--- src/rtl/advst_pkg.sv ---
// advst_pkg: shared types, codes and constants for the advertiser rssi table
// used by advst_ctrl, advst_dp and the top level; no dependencies
package advst_pkg;

	localparam int TABLE_ENTRIES_DEF = 64;
	localparam int DIV_STEPS = 40;

	// opcodes
	localparam logic [1:0] OP_OBSERVE  = 2'd0;
	localparam logic [1:0] OP_READ     = 2'd1;
	localparam logic [1:0] OP_CLEAR    = 2'd2;
	localparam logic [1:0] OP_RESERVED = 2'd3;

	// result status codes
	localparam logic [2:0] ST_UPDATED = 3'd0;
	localparam logic [2:0] ST_NEW     = 3'd1;
	localparam logic [2:0] ST_DROPPED = 3'd2;
	localparam logic [2:0] ST_SHOWN   = 3'd3;
	localparam logic [2:0] ST_SKIPPED = 3'd4;
	localparam logic [2:0] ST_CLEARED = 3'd5;

	localparam logic signed [7:0] RSSI_LOW_INIT  = 8'sd127;
	localparam logic signed [7:0] RSSI_HIGH_INIT = -8'sd127;
	localparam logic [31:0] PKT_MAX = 32'hFFFF_FFFF;

	typedef struct packed {
		logic [47:0]        addr;
		logic [7:0]         atype;
		logic signed [7:0]  latest;
		logic signed [7:0]  lowest;
		logic signed [7:0]  highest;
		logic signed [39:0] sum;
		logic [31:0]        pkts;
		logic [10:0]        plen;
		logic [7:0]         pdu;
		logic [39:0]        last;
	} entry_t;

	typedef enum logic [5:0] {
		S_IDLE   = 6'b000001,
		S_SCAN   = 6'b000010,
		S_LOOK   = 6'b000100,
		S_UPDATE = 6'b001000,
		S_DIVIDE = 6'b010000,
		S_DONE   = 6'b100000
	} state_t;

	typedef struct packed {
		logic load;
		logic scan;
		logic apply;
		logic step;
	} cmd_t;

	typedef struct packed {
		logic scan_done;
		logic no_div;
		logic div_last;
	} sts_t;

endpackage

--- src/rtl/advst_ctrl.sv ---
// advst_ctrl: sequencer for the advertiser rssi table
// depends on advst_pkg; drives commands into advst_dp
module advst_ctrl (
	input  logic               clk,
	input  logic               arst_n,
	input  logic               in_valid,
	output logic               in_stall,
	input  logic [1:0]         opcode,
	output logic               out_valid,
	input  logic               out_stall,
	output advst_pkg::cmd_t    cmd,
	input  advst_pkg::sts_t    sts
);
	advst_pkg::state_t state_q, state_d;
	logic accept;

	assign in_stall  = (state_q != advst_pkg::S_IDLE);
	assign out_valid = (state_q == advst_pkg::S_DONE);
	assign accept    = in_valid & ~in_stall;

	// commands
	always_comb begin
		cmd.load  = accept;
		cmd.scan  = (state_q == advst_pkg::S_SCAN);
		cmd.apply = (state_q == advst_pkg::S_UPDATE) | (state_q == advst_pkg::S_LOOK);
		cmd.step  = (state_q == advst_pkg::S_DIVIDE);
	end

	// next state
	always_comb begin
		state_d = state_q;
		case (state_q)
			advst_pkg::S_IDLE: begin
				if (accept) begin
					case (opcode)
						advst_pkg::OP_OBSERVE: state_d = advst_pkg::S_SCAN;
						advst_pkg::OP_READ:    state_d = advst_pkg::S_LOOK;
						advst_pkg::OP_CLEAR:   state_d = advst_pkg::S_DONE;
						default:               state_d = advst_pkg::S_IDLE;
					endcase
				end
			end
			advst_pkg::S_SCAN: begin
				if (sts.scan_done) state_d = advst_pkg::S_UPDATE;
			end
			advst_pkg::S_UPDATE, advst_pkg::S_LOOK: begin
				state_d = sts.no_div ? advst_pkg::S_DONE : advst_pkg::S_DIVIDE;
			end
			advst_pkg::S_DIVIDE: begin
				if (sts.div_last) state_d = advst_pkg::S_DONE;
			end
			advst_pkg::S_DONE: begin
				if (!out_stall) state_d = advst_pkg::S_IDLE;
			end
			default: state_d = advst_pkg::S_IDLE;
		endcase
	end

	always_ff @(posedge clk or negedge arst_n) begin
		if (!arst_n) begin
			state_q <= advst_pkg::S_IDLE;
		end else begin
			state_q <= state_d;
		end
	end

endmodule

--- config.mk ---
export PLATFORM = sky130hd
export DESIGN_NAME = advst_ctrl
export DESIGN_NICKNAME = d
export VERILOG_FILES = /design/src/rtl/advst_pkg.sv /design/src/rtl/advst_ctrl.sv
export SDC_FILE = /design/constraint.sdc
export NUM_CORES = 1
export LEC_CHECK = 0
export BUFFER_PORTS_ARGS = -buffer_cell sky130_fd_sc_hd__buf_2
export CORE_AREA = 2 2 39 41
export DETAILED_ROUTE_END_ITERATION = 12
export DIE_AREA = 0 0 41 43
export HOLD_SLACK_MARGIN = 0.08
export PLACE_DENSITY = 0.56
export SLEW_MARGIN = 25
export SYNTH_ARGS = -nofsm -noshare
export SYNTH_HDL_FRONTEND = slang
export SYNTH_SLANG_ARGS = --single-unit
--- constraint.sdc ---
create_clock -name clk -period 4.1 [get_ports clk]
set_clock_uncertainty 0.1 [all_clocks]
set_input_delay 0.615 -clock clk [delete_from_list [all_inputs] [get_ports clk]]
set_output_delay 0.615 -clock clk [all_outputs]
set_load 0.02 [all_outputs]
==> flow_summary.ini, run 1 <==
[synthesis]
syn_inst = 51
syn-cell-area_sq_um = 450
synth_seq_area_share = 0.336
avgSynthCellArea_sq_um = 8.83
syn_nets = 60
yosys_warnings = 0
yosysUniqueCellTypes = 28
synth_largest_area_cell = dfrtp_1
yosysTopAreaCellShare = 0.278
synth_area_leaders = dfrtp_1 28%, dfstp_2 5.8%, o21ai_0 5.6%, inv_1 5.0%, nor4_4 4.7%
ys_ff_latch = 6

[power]
total_power_w = 0.000308
vdd_drop_max_uv = 242
power.density_nw_per_um2 = 559
leakagePower_nw = 0.300

[floorplanning]
die_w_um = 41
die_y_um = 43
coreArea_sq_um = 1380
ios = 15
row_count = 14
start_util = 0.325
dieArea_sq_um = 1760

[global_routing]
grt_pass1_vias = 387
grt_max_degree = 10
grt_pass1_wl_um = 1650
antenna_found_initial = 0
gr-total-overflow = 0
grtUsageTotal = 0.143

[layout]
diodes = 0
largest_reg_flops = 6
fin_nets = 77
layout-area-overhead-vs-synth_pct = 22.2
largest_register = state_q
drive_above_1_share = 0.313
top_regs = state_q x6
stdcell_count = 83

[drt]
routed_via_density = 5.19
dr.first_iter.drc_count = 13
drc = 0
routedWlPerCell_um = 12.4
antenna_left = 0
drt-total-wl_um = 1030
drt_pass1_iterations = 4
vias = 431

[setup_path]
crit_path_end_kind = primary output
cp_max_fo = 9
worst-setup-path-type = register to primary output
cp-start-kind = register
max_stage_delay_ps = 480
cp.required_ps = 3380
crit_arrival_ps = 1500
crit_path_cell_trace = nor4_1 -> nand3b_1 -> inv_1 -> buf_2
cpMaxStageDelayCell = dfrtp_1
r2r.worst_path.cells = 4

[clock_tree]
htreeDepth = 1
cts-root-buf = clkbuf_4
cts_sinks = 6
postCtsSetupBuffers = 0
clockBufferDepth = 2
cts_tree = done
cts_buffers = 3
clk_latency_ps = 250
path_clk_slew_ps = 50

[timing]
timing.final.crit_share = 0.541
fin_tns_setup_ps = 0
slew_violations = 0
worst_pin_slew_ps = 412
fin_crit_ps = 2220
relSlewSlack = 0.723
fmax_mhz = 451
hold_viol_final = 0
setup_violations = 0
rsz0062_at_grt = no

[placed_design]
placed_cells = 78
dp.final_hpwl_um = 819
routabilityCongestion = 0.751
port-buffer-count = 14

[hold_path]
hp-class = input port to register
min_path_cells = 2

[run]
drv_cap = 0

[status]
status = finished, final reports clean
## timing repair
item                      in CTS  in global routing
hold endpoints to repair       3                  0
resized for setup              0                  0
hold buffers                   1                  0
## path summary, 6_finish.rpt
kind,endpoint,slack (ps),start
max,cmd[2],1880,state_q[4]
max reg2reg,state_q[0],2490,state_q[1]
max in group asynchronous,state_q[0],3060,arst_n
min,state_q[1],460,sts[2]
min in group asynchronous,state_q[3],610,arst_n
min reg2reg,state_q[3],600,state_q[1]
## report_power, final
part            total, W  internal [W]  switching, W
Combinational   0.000149     0.0000632     0.0000858
Clock          0.0000590     0.0000369     0.0000221
Sequential     0.0000996     0.0000763     0.0000233
## stage by stage
stage,util,worst slack [ps],instance area (sq um),hold slack (ps)
after global routing,0.398,1690,551,464
final,0.398,1880,551,459
after CTS,0.398,1880,551,453
after detailed placement,0.372,2150,514,340
after global placement,0.372,2170,514,339
after floorplan,-,2300,450,219
## routing by layer
layer	vias up	GRT usage	wire, um
met2	22	0.203	513
met5	-	0	0
met1	193	0.191	444
met4	0	0.100	0
met3	0	0.0157	72
li1	216	-	-
## worst max-delay path: cells and delay by family, from the launching register on
family	cells	cell delay (ps)
buf+inv	2	230
flops	1	480
simple gates	2	540
## layout by cell type (no fill, tap or decap)
cell type      instances
buf_2                 14
dfrtp_1                5
nor3b_1                1
nand2_2                1
o311a_1                1
clkbuf_4               3
nand3_1                2
clkbuf_1               1
and2_1                 1
o21ai_0                5
dlygate4sd3_1          1
and2b_2                1
nor4_1                 1
nor2_1                 3
a31oi_1                1
o22ai_1                1
nor4_4                 1
o211ai_1               2
o32ai_1                1
nor3_1                 2
inv_1                  6
o2bb2ai_1              1
xor2_1                 2
dfstp_2                1
nand4b_1               2
nor2b_1                1
and3b_1                1
and3_1                 2
a21oi_1                1
nand3b_1               2
## synth_stat cells (all sizes together)
master   count
xor2         2
dfrtp        5
nand3        2
inv          6
nor2b        1
a21oi        1
o21ai        5
dfstp        1
nand3b       2
nor3b        1
o32ai        1
nor3         2
o311a        1
o211ai       2
o2bb2ai      1
a31oi        1
buf          3
and3b        1
nor2         3
o22ai        1
nand2        1
nor4         2
and2b        1
and2         1
nand4b       2
and3         2
## layout make-up
type                    count  area (sq um)
fillers                   144           833
multi-input cells          36           250
flip-flops and latches      6           151
repair buffers             15          80.1
clock buffers               4          26.3
inverters                   6          22.5
well taps                  16          20.0
## cell families (layout without fill, tap and decap cells)
group	Yosys count	in the layout	share of synthesized area
and+or+nand+nor	21	21	0.328
xor gates and xnor gates	2	2	0.0389
buffers and inverters	9	25	0.108
DFF	6	6	0.336
AOI/OAI and AO/OA	13	13	0.189
Power figures use the tool's default switching activity.
==> run 2: changes to the inputs <==
--- a/config.mk
+++ b/config.mk
@@ -5,12 +5,13 @@
 export SDC_FILE = /design/constraint.sdc
 export NUM_CORES = 1
 export LEC_CHECK = 0
+export ABC_AREA = 1
 export BUFFER_PORTS_ARGS = -buffer_cell sky130_fd_sc_hd__buf_2
 export CORE_AREA = 2 2 39 41
 export DETAILED_ROUTE_END_ITERATION = 12
 export DIE_AREA = 0 0 41 43
 export HOLD_SLACK_MARGIN = 0.08
-export PLACE_DENSITY = 0.56
+export PLACE_DENSITY = 0.57
 export SLEW_MARGIN = 25
 export SYNTH_ARGS = -nofsm -noshare
 export SYNTH_HDL_FRONTEND = slang
==> constraint.sdc (replaced) <==
create_clock -name clk -period 2.2 [get_ports clk]
set_clock_uncertainty 0.1 [all_clocks]
set_input_delay 0.33 -clock clk [delete_from_list [all_inputs] [get_ports clk]]
set_output_delay 0.33 -clock clk [all_outputs]
set_load 0.02 [all_outputs]
==> run 2 against run 1 <==
Against the previous run:
- largest cell class unchanged
- synthesized cell count rose by 29%
- critical path type unchanged
- area after synthesis increased by 2.8%
- critical endpoint is now cmd[3]
- core utilization increased by 2.3 points
==> flow_summary.ini, run 2 <==
[status]
status = finished, final reports clean

[layout]
diodes = 0
largest_register = state_q
layout-area-overhead-vs-synth_pct = 25.7
largest_reg_flops = 6
top_regs = state_q x6
mostFrequentLayoutCells = 16 x nand2_1, 14 x buf_2, 8 x inv_1
drive_above_1_share = 0.429
final_common_cell = nand2_1
fin_nets = 94

[setup_path]
max_stage_delay_ps = 430
cp.required_ps = 1770
cp_max_fo = 6
cpMaxStageDelayCell = dfrtp_1
cp_common_cell = nor2_4
cp-start-kind = register
crit_path_end_kind = primary output
rrSetupSlack_ps = 810
cp_top_family = simple AND/OR/NAND/NOR gates
crit_path_cell_trace = nor2_4 -> inv_2 -> nor2_4 -> nand2_2 -> nor2_1 -> buf_2
worst-setup-path-type = register to primary output
crit_arrival_ps = 1350
cp_num_buf_inv = 2

[timing]
hold_viol_final = 0
timing.final.crit_share = 0.811
rsz0062_at_grt = no
fin_crit_ps = 1780
fin_tns_setup_ps = 0
worst_pin_slew_ps = 239
setup_violations = 0
fin_ws_ps = 417
fmax_mhz = 561
slew_violations = 0
relSlewSlack = 0.839

[clock_tree]
clk_latency_ps = 250
path_clk_slew_ps = 50
cts_tree = done
clockBufferDepth = 2
htreeDepth = 1
cts_buffers = 3
postCtsSetupBuffers = 0
cts-root-buf = clkbuf_4
cts_sinks = 6

[drt]
drt_pass1_iterations = 4
wl_met1_um = 477
drc = 0
dr.first_iter.drc_count = 5
vias = 436
wl_met3_um = 56
antenna_left = 0
routedWlPerCell_um = 9.64
routed_via_density = 4.36
highest_layer = met3
drt-total-wl_um = 964
wl_met2_um = 429

[synthesis]
yosysTopAreaCellShare = 0.270
avgSynthCellArea_sq_um = 7.01
ys_dominant_reg_cell = dfrtp_1
synth_most_common_cell = nand2_1
synth_seq_area_share = 0.327
ys_ff_latch = 6
yosysUniqueCellTypes = 17
ys_async_sr_fraction = 1.00
yosys_warnings = 0
synth_edf_count = 0
synth_area_leaders = dfrtp_1 27%, nand2_1 13%, nor2_4 9.7%, nand4_1 8.1%, nor2_2 6.8%
syn_inst = 66
syn-cell-area_sq_um = 463
synth_largest_area_cell = dfrtp_1
synth_common_cells = 16 x nand2_1, 8 x inv_1, 6 x nand4_1, 6 x nor2_1
syn_nets = 75

[placed_design]
pre_cts_slack_ps = 666
routabilityCongestion = 0.827
dp.final_hpwl_um = 818
port-buffer-count = 14

[power]
internal_power_w = 0.000396
p_clk_frac = 0.133
switching_share = 0.518
power.density_nw_per_um2 = 1410
power_frac_seq = 0.240
leakagePower_nw = 0.343
pwr-share-comb = 0.627
p_sw_w = 0.000425
vdd_drop_max_uv = 729

[global_routing]
grtUsageTotal = 0.135
grt_pass1_wl_um = 1610
gr-total-overflow = 0
grt_max_degree = 7
antenna_found_initial = 0
grt_pass1_vias = 400

[floorplanning]
row_count = 14
die_w_um = 41
dieArea_sq_um = 1760
ios = 15
coreArea_sq_um = 1380
die_y_um = 43
start_util = 0.335

[run]
drv_cap = 0

[hold_path]
hp-class = input port to register
-- run 2: cell types whose count changed in the layout (fill, tap and decap cells not counted), moves of 3 or more --
cell / delta
nand2_1: +16
nor2_1: +3
inv_2: +5
o21ai_0: -5
nand4_1: +6
nor2_4: +4
nor2_2: +5
-- run 2: layout make-up --
cell class	instances	area, sq um
Fill cell	145	802
Multi-Input combinational cell	46	255
Sequential cell	6	151
Timing Repair Buffer	15	80.1
Inverter	13	48.8
Clock buffer	4	26.3
Tap cell	16	20.0
-- run 2: power by group through the flow --
| stage | combinational [W] | clock [W] | sequential, W |
|---|---|---|---|
| 6_report | 0.000515 | 0.000109 | 0.000197 |
| 3_3_place_gp | 0.000518 | 0 | 0.000198 |
| 4_1_cts | 0.000521 | 0.000115 | 0.000198 |
| 3_5_place_dp | 0.000519 | 0 | 0.000199 |
| 5_1_grt | 0.000584 | 0.000123 | 0.000202 |
| 2_1_floorplan | 0.000420 | 0 | 0.000196 |
-- run 2: cell families (layout without fill, tap and decap cells) --
group,Yosys count,count (layout),share of synthesized area
buffers and inverters,14,32,0.122
and+or+nand+nor,44,44,0.524
DFF,6,6,0.327
AOI/OAI and AO/OA,2,2,0.0270
-- run 2: repair_timing --
| item | in CTS | in global routing |
|---|---|---|
| endpoints found under the setup margin | 0 | 0 |
| endpoints found under the hold margin | 6 | 0 |
| hold buffers | 1 | 0 |
| resized for setup | 0 | 0 |
-- run 2: path summary, 6_finish.rpt --
kind                       startpoint    endpoint  cells past startpoint
max in group asynchronous      arst_n  state_q[0]                      2
hold reg to reg            state_q[2]  state_q[0]                      3
setup reg to reg           state_q[0]  state_q[5]                      7
hold / removal                 sts[1]  state_q[4]                      2
setup / recovery           state_q[4]      cmd[3]                      6
min in group asynchronous      arst_n  state_q[4]                      2
-- run 2: per-stage QoR --
stage          cell area [sq um]  std cells  utilization  hold slack (ps)  total power, W
5_1_grt                      582        100        0.420              192        0.000909
4_1_cts                      582        100        0.420              188        0.000834
2_1_floorplan                463         66            -            -65.6        0.000616
6_report                     582        100        0.420              197        0.000821
3_3_place_gp                 546         95        0.394             57.5        0.000715
3_5_place_dp                 546         95        0.394             56.0        0.000718
-- run 2: layer usage --
layer | up-vias | track usage
li1 | 242 | -
met1 | 183 | 0.179
met3 | 0 | 0.0471
met5 | - | 0
met4 | 0 | 0.0400
met2 | 11 | 0.200
==> run 3: changes to the inputs <==
--- a/config.mk
+++ b/config.mk
@@ -5,13 +5,13 @@
 export SDC_FILE = /design/constraint.sdc
 export NUM_CORES = 1
 export LEC_CHECK = 0
-export ABC_AREA = 1
+export ABC_AREA = 0
 export BUFFER_PORTS_ARGS = -buffer_cell sky130_fd_sc_hd__buf_2
 export CORE_AREA = 2 2 39 41
 export DETAILED_ROUTE_END_ITERATION = 12
 export DIE_AREA = 0 0 41 43
 export HOLD_SLACK_MARGIN = 0.08
-export PLACE_DENSITY = 0.57
+export PLACE_DENSITY = 0.56
 export SLEW_MARGIN = 25
 export SYNTH_ARGS = -nofsm -noshare
 export SYNTH_HDL_FRONTEND = slang
==> constraint.sdc (replaced) <==
create_clock -name clk -period 1.8 [get_ports clk]
set_clock_uncertainty 0.1 [all_clocks]
set_input_delay 0.27 -clock clk [delete_from_list [all_inputs] [get_ports clk]]
set_output_delay 0.27 -clock clk [all_outputs]
set_load 0.02 [all_outputs]
==> run 3 against run 2 <==
Against the previous run:
- design area rose by 8.6%
- first-iteration DRC count grew 40%
- worst hold slack worse by 61 ps
- sequential power grew 27%
- highest routed layer unchanged
- routed wire length up 17%
- flip-flop and latch count unchanged
- global-route usage grew 1.7 points
- via count is 3.4% higher
- largest cell class unchanged
- critical path depth fell by 2
==> flow_summary.ini, run 3 (synthesized netlist as in run 1, its figures left out) <==
[hold_path]
min_path_cells = 2
worstHoldStart = sts[2]
hold_path_end = state_q[1]
hp-class = input port to register

[layout]
largest_register = state_q
drive_above_1_share = 0.451
mostFrequentLayoutCells = 11 x buf_2, 5 x inv_1, 5 x o21ai_0
layout-area-overhead-vs-synth_pct = 40.3
largest_reg_flops = 6
stdcell_count = 87
diodes = 0
fin_nets = 81
final_common_cell = buf_2
utilization = 0.457
top_regs = state_q x6

[global_routing]
grt_max_degree = 8
grt_pass1_vias = 411
antenna_found_initial = 0
grtUsageTotal = 0.152
gr-total-overflow = 0
grt_pass1_wl_um = 1780

[setup_path]
worst-setup-path-type = register to primary output
r2r_start = state_q[1]
cp-start-kind = register
critPathLaunch = state_q[4]
rrSetupSlack_ps = 260
r2r_end = state_q[0]
crit_arrival_ps = 1380
cp.required_ps = 1430
r2r.worst_path.cells = 4
cp_max_fo = 6
crit_path_end_kind = primary output

[floorplanning]
row_count = 14
coreArea_sq_um = 1380
die_w_um = 41
start_util = 0.325
dieArea_sq_um = 1760
ios = 15
die_y_um = 43

[placed_design]
routabilityCongestion = 0.751
port-buffer-count = 14
placed_cells = 78
dp.final_hpwl_um = 840

[run]
drv_cap = 0

[clock_tree]
cts_sinks = 6
clockBufferDepth = 2
htreeDepth = 1
cts_buffers = 3
clk_latency_ps = 250
path_clk_slew_ps = 50
cts_tree = done
cts-root-buf = clkbuf_4

[timing]
timing.final.crit_share = 0.971
relSlewSlack = 0.802
slew_violations = 0
worst_pin_slew_ps = 294
fin_crit_ps = 1750
setup_violations = 0
fin_tns_setup_ps = 0
fmax_mhz = 572
hold_viol_final = 0
rsz0062_at_grt = yes

[drt]
vias = 451
routed_via_density = 5.18
drc = 0
dr.first_iter.drc_count = 7
routedWlPerCell_um = 13.0
drt_pass1_iterations = 4
antenna_left = 0
drt-total-wl_um = 1130

[power]
vdd_drop_max_uv = 781
leakagePower_nw = 0.318
power.density_nw_per_um2 = 1300

[status]
status = finished, final reports clean
## run 3: changes by cell type in the layout (fill, tap and decap cells not counted), sizes merged, moves of 2 or more
| cell | change |
|---|---|
| nor4 | +2 |
| inv | -7 |
| o211ai | +2 |
| and3 | +2 |
| nand2 | -18 |
| nand4 | -6 |
| nand4b | +2 |
| buf | +4 |
| o21ai | +4 |
| xor2 | +2 |
| nor2 | -12 |
## run 3: worst max-delay path: stages (launching register included)
cell     delay [ps]
dfrtp_2         460
nor4_4          340
nand3_2         130
inv_2            80
buf_6           110
## run 3: worst max path at each step
stage / endpoint / slack [ps] / depth (start not counted)
3_3_place_gp: state_q[0] / 180 / 4
6_report: cmd[3] / 50 / 4
2_1_floorplan: state_q[5] / 300 / 5
3_5_place_dp: cmd[2] / 180 / 4
5_1_grt: cmd[3] / -70 / 4
4_1_cts: cmd[2] / 10 / 4
## run 3: timing repair
action,4_1_cts,5_1_grt
gates resized for setup,6,10
buffers inserted,1,3
gates cloned,0,0
hold buffers,1,0
pin swaps,1,5
endpoints found under the hold margin,6,0
setup endpoints to repair,3,6
## run 3: area by class of cell
| type | instances | area, sq um |
|---|---|---|
| timing repair buffer | 19 | 125 |
| multi-input combinational | 36 | 282 |
| fill | 143 | 752 |
| inverter | 6 | 22.5 |
| tap | 16 | 20.0 |
| sequential | 6 | 156 |
| clock buffer | 4 | 26.3 |
## run 3: report_power, final
part	internal [W]	total [W]	switching (W)	leakage, nW
Clock	0.0000841	0.000136	0.0000518	0.0150
Sequential	0.000177	0.000250	0.0000727	0.0729
Combinational	0.000222	0.000433	0.000211	0.230
Total	0.000484	0.000819	0.000335	0.318
## run 3: routing by layer
| metal | part of all wire | GRT usage |
|---|---|---|
| met5 | 0 | 0 |
| met2 | 0.52 | 0.231 |
| met4 | 0 | 0.0200 |
| met1 | 0.41 | 0.190 |
| met3 | 0.069 | 0.0785 |
## run 3: metrics by stage
step | worst slack, ps | hold WS, ps | cell area (sq um) | total power [W]
after detailed placement | 177 | -5.12 | 514 | 0.000566
after floorplan | 300 | -126 | 450 | 0.000486
final | 52.0 | 136 | 632 | 0.000819
after global routing | -67.4 | 125 | 632 | 0.000898
after CTS | 13.6 | 129 | 574 | 0.000735
after global placement | 178 | -2.22 | 514 | 0.000564
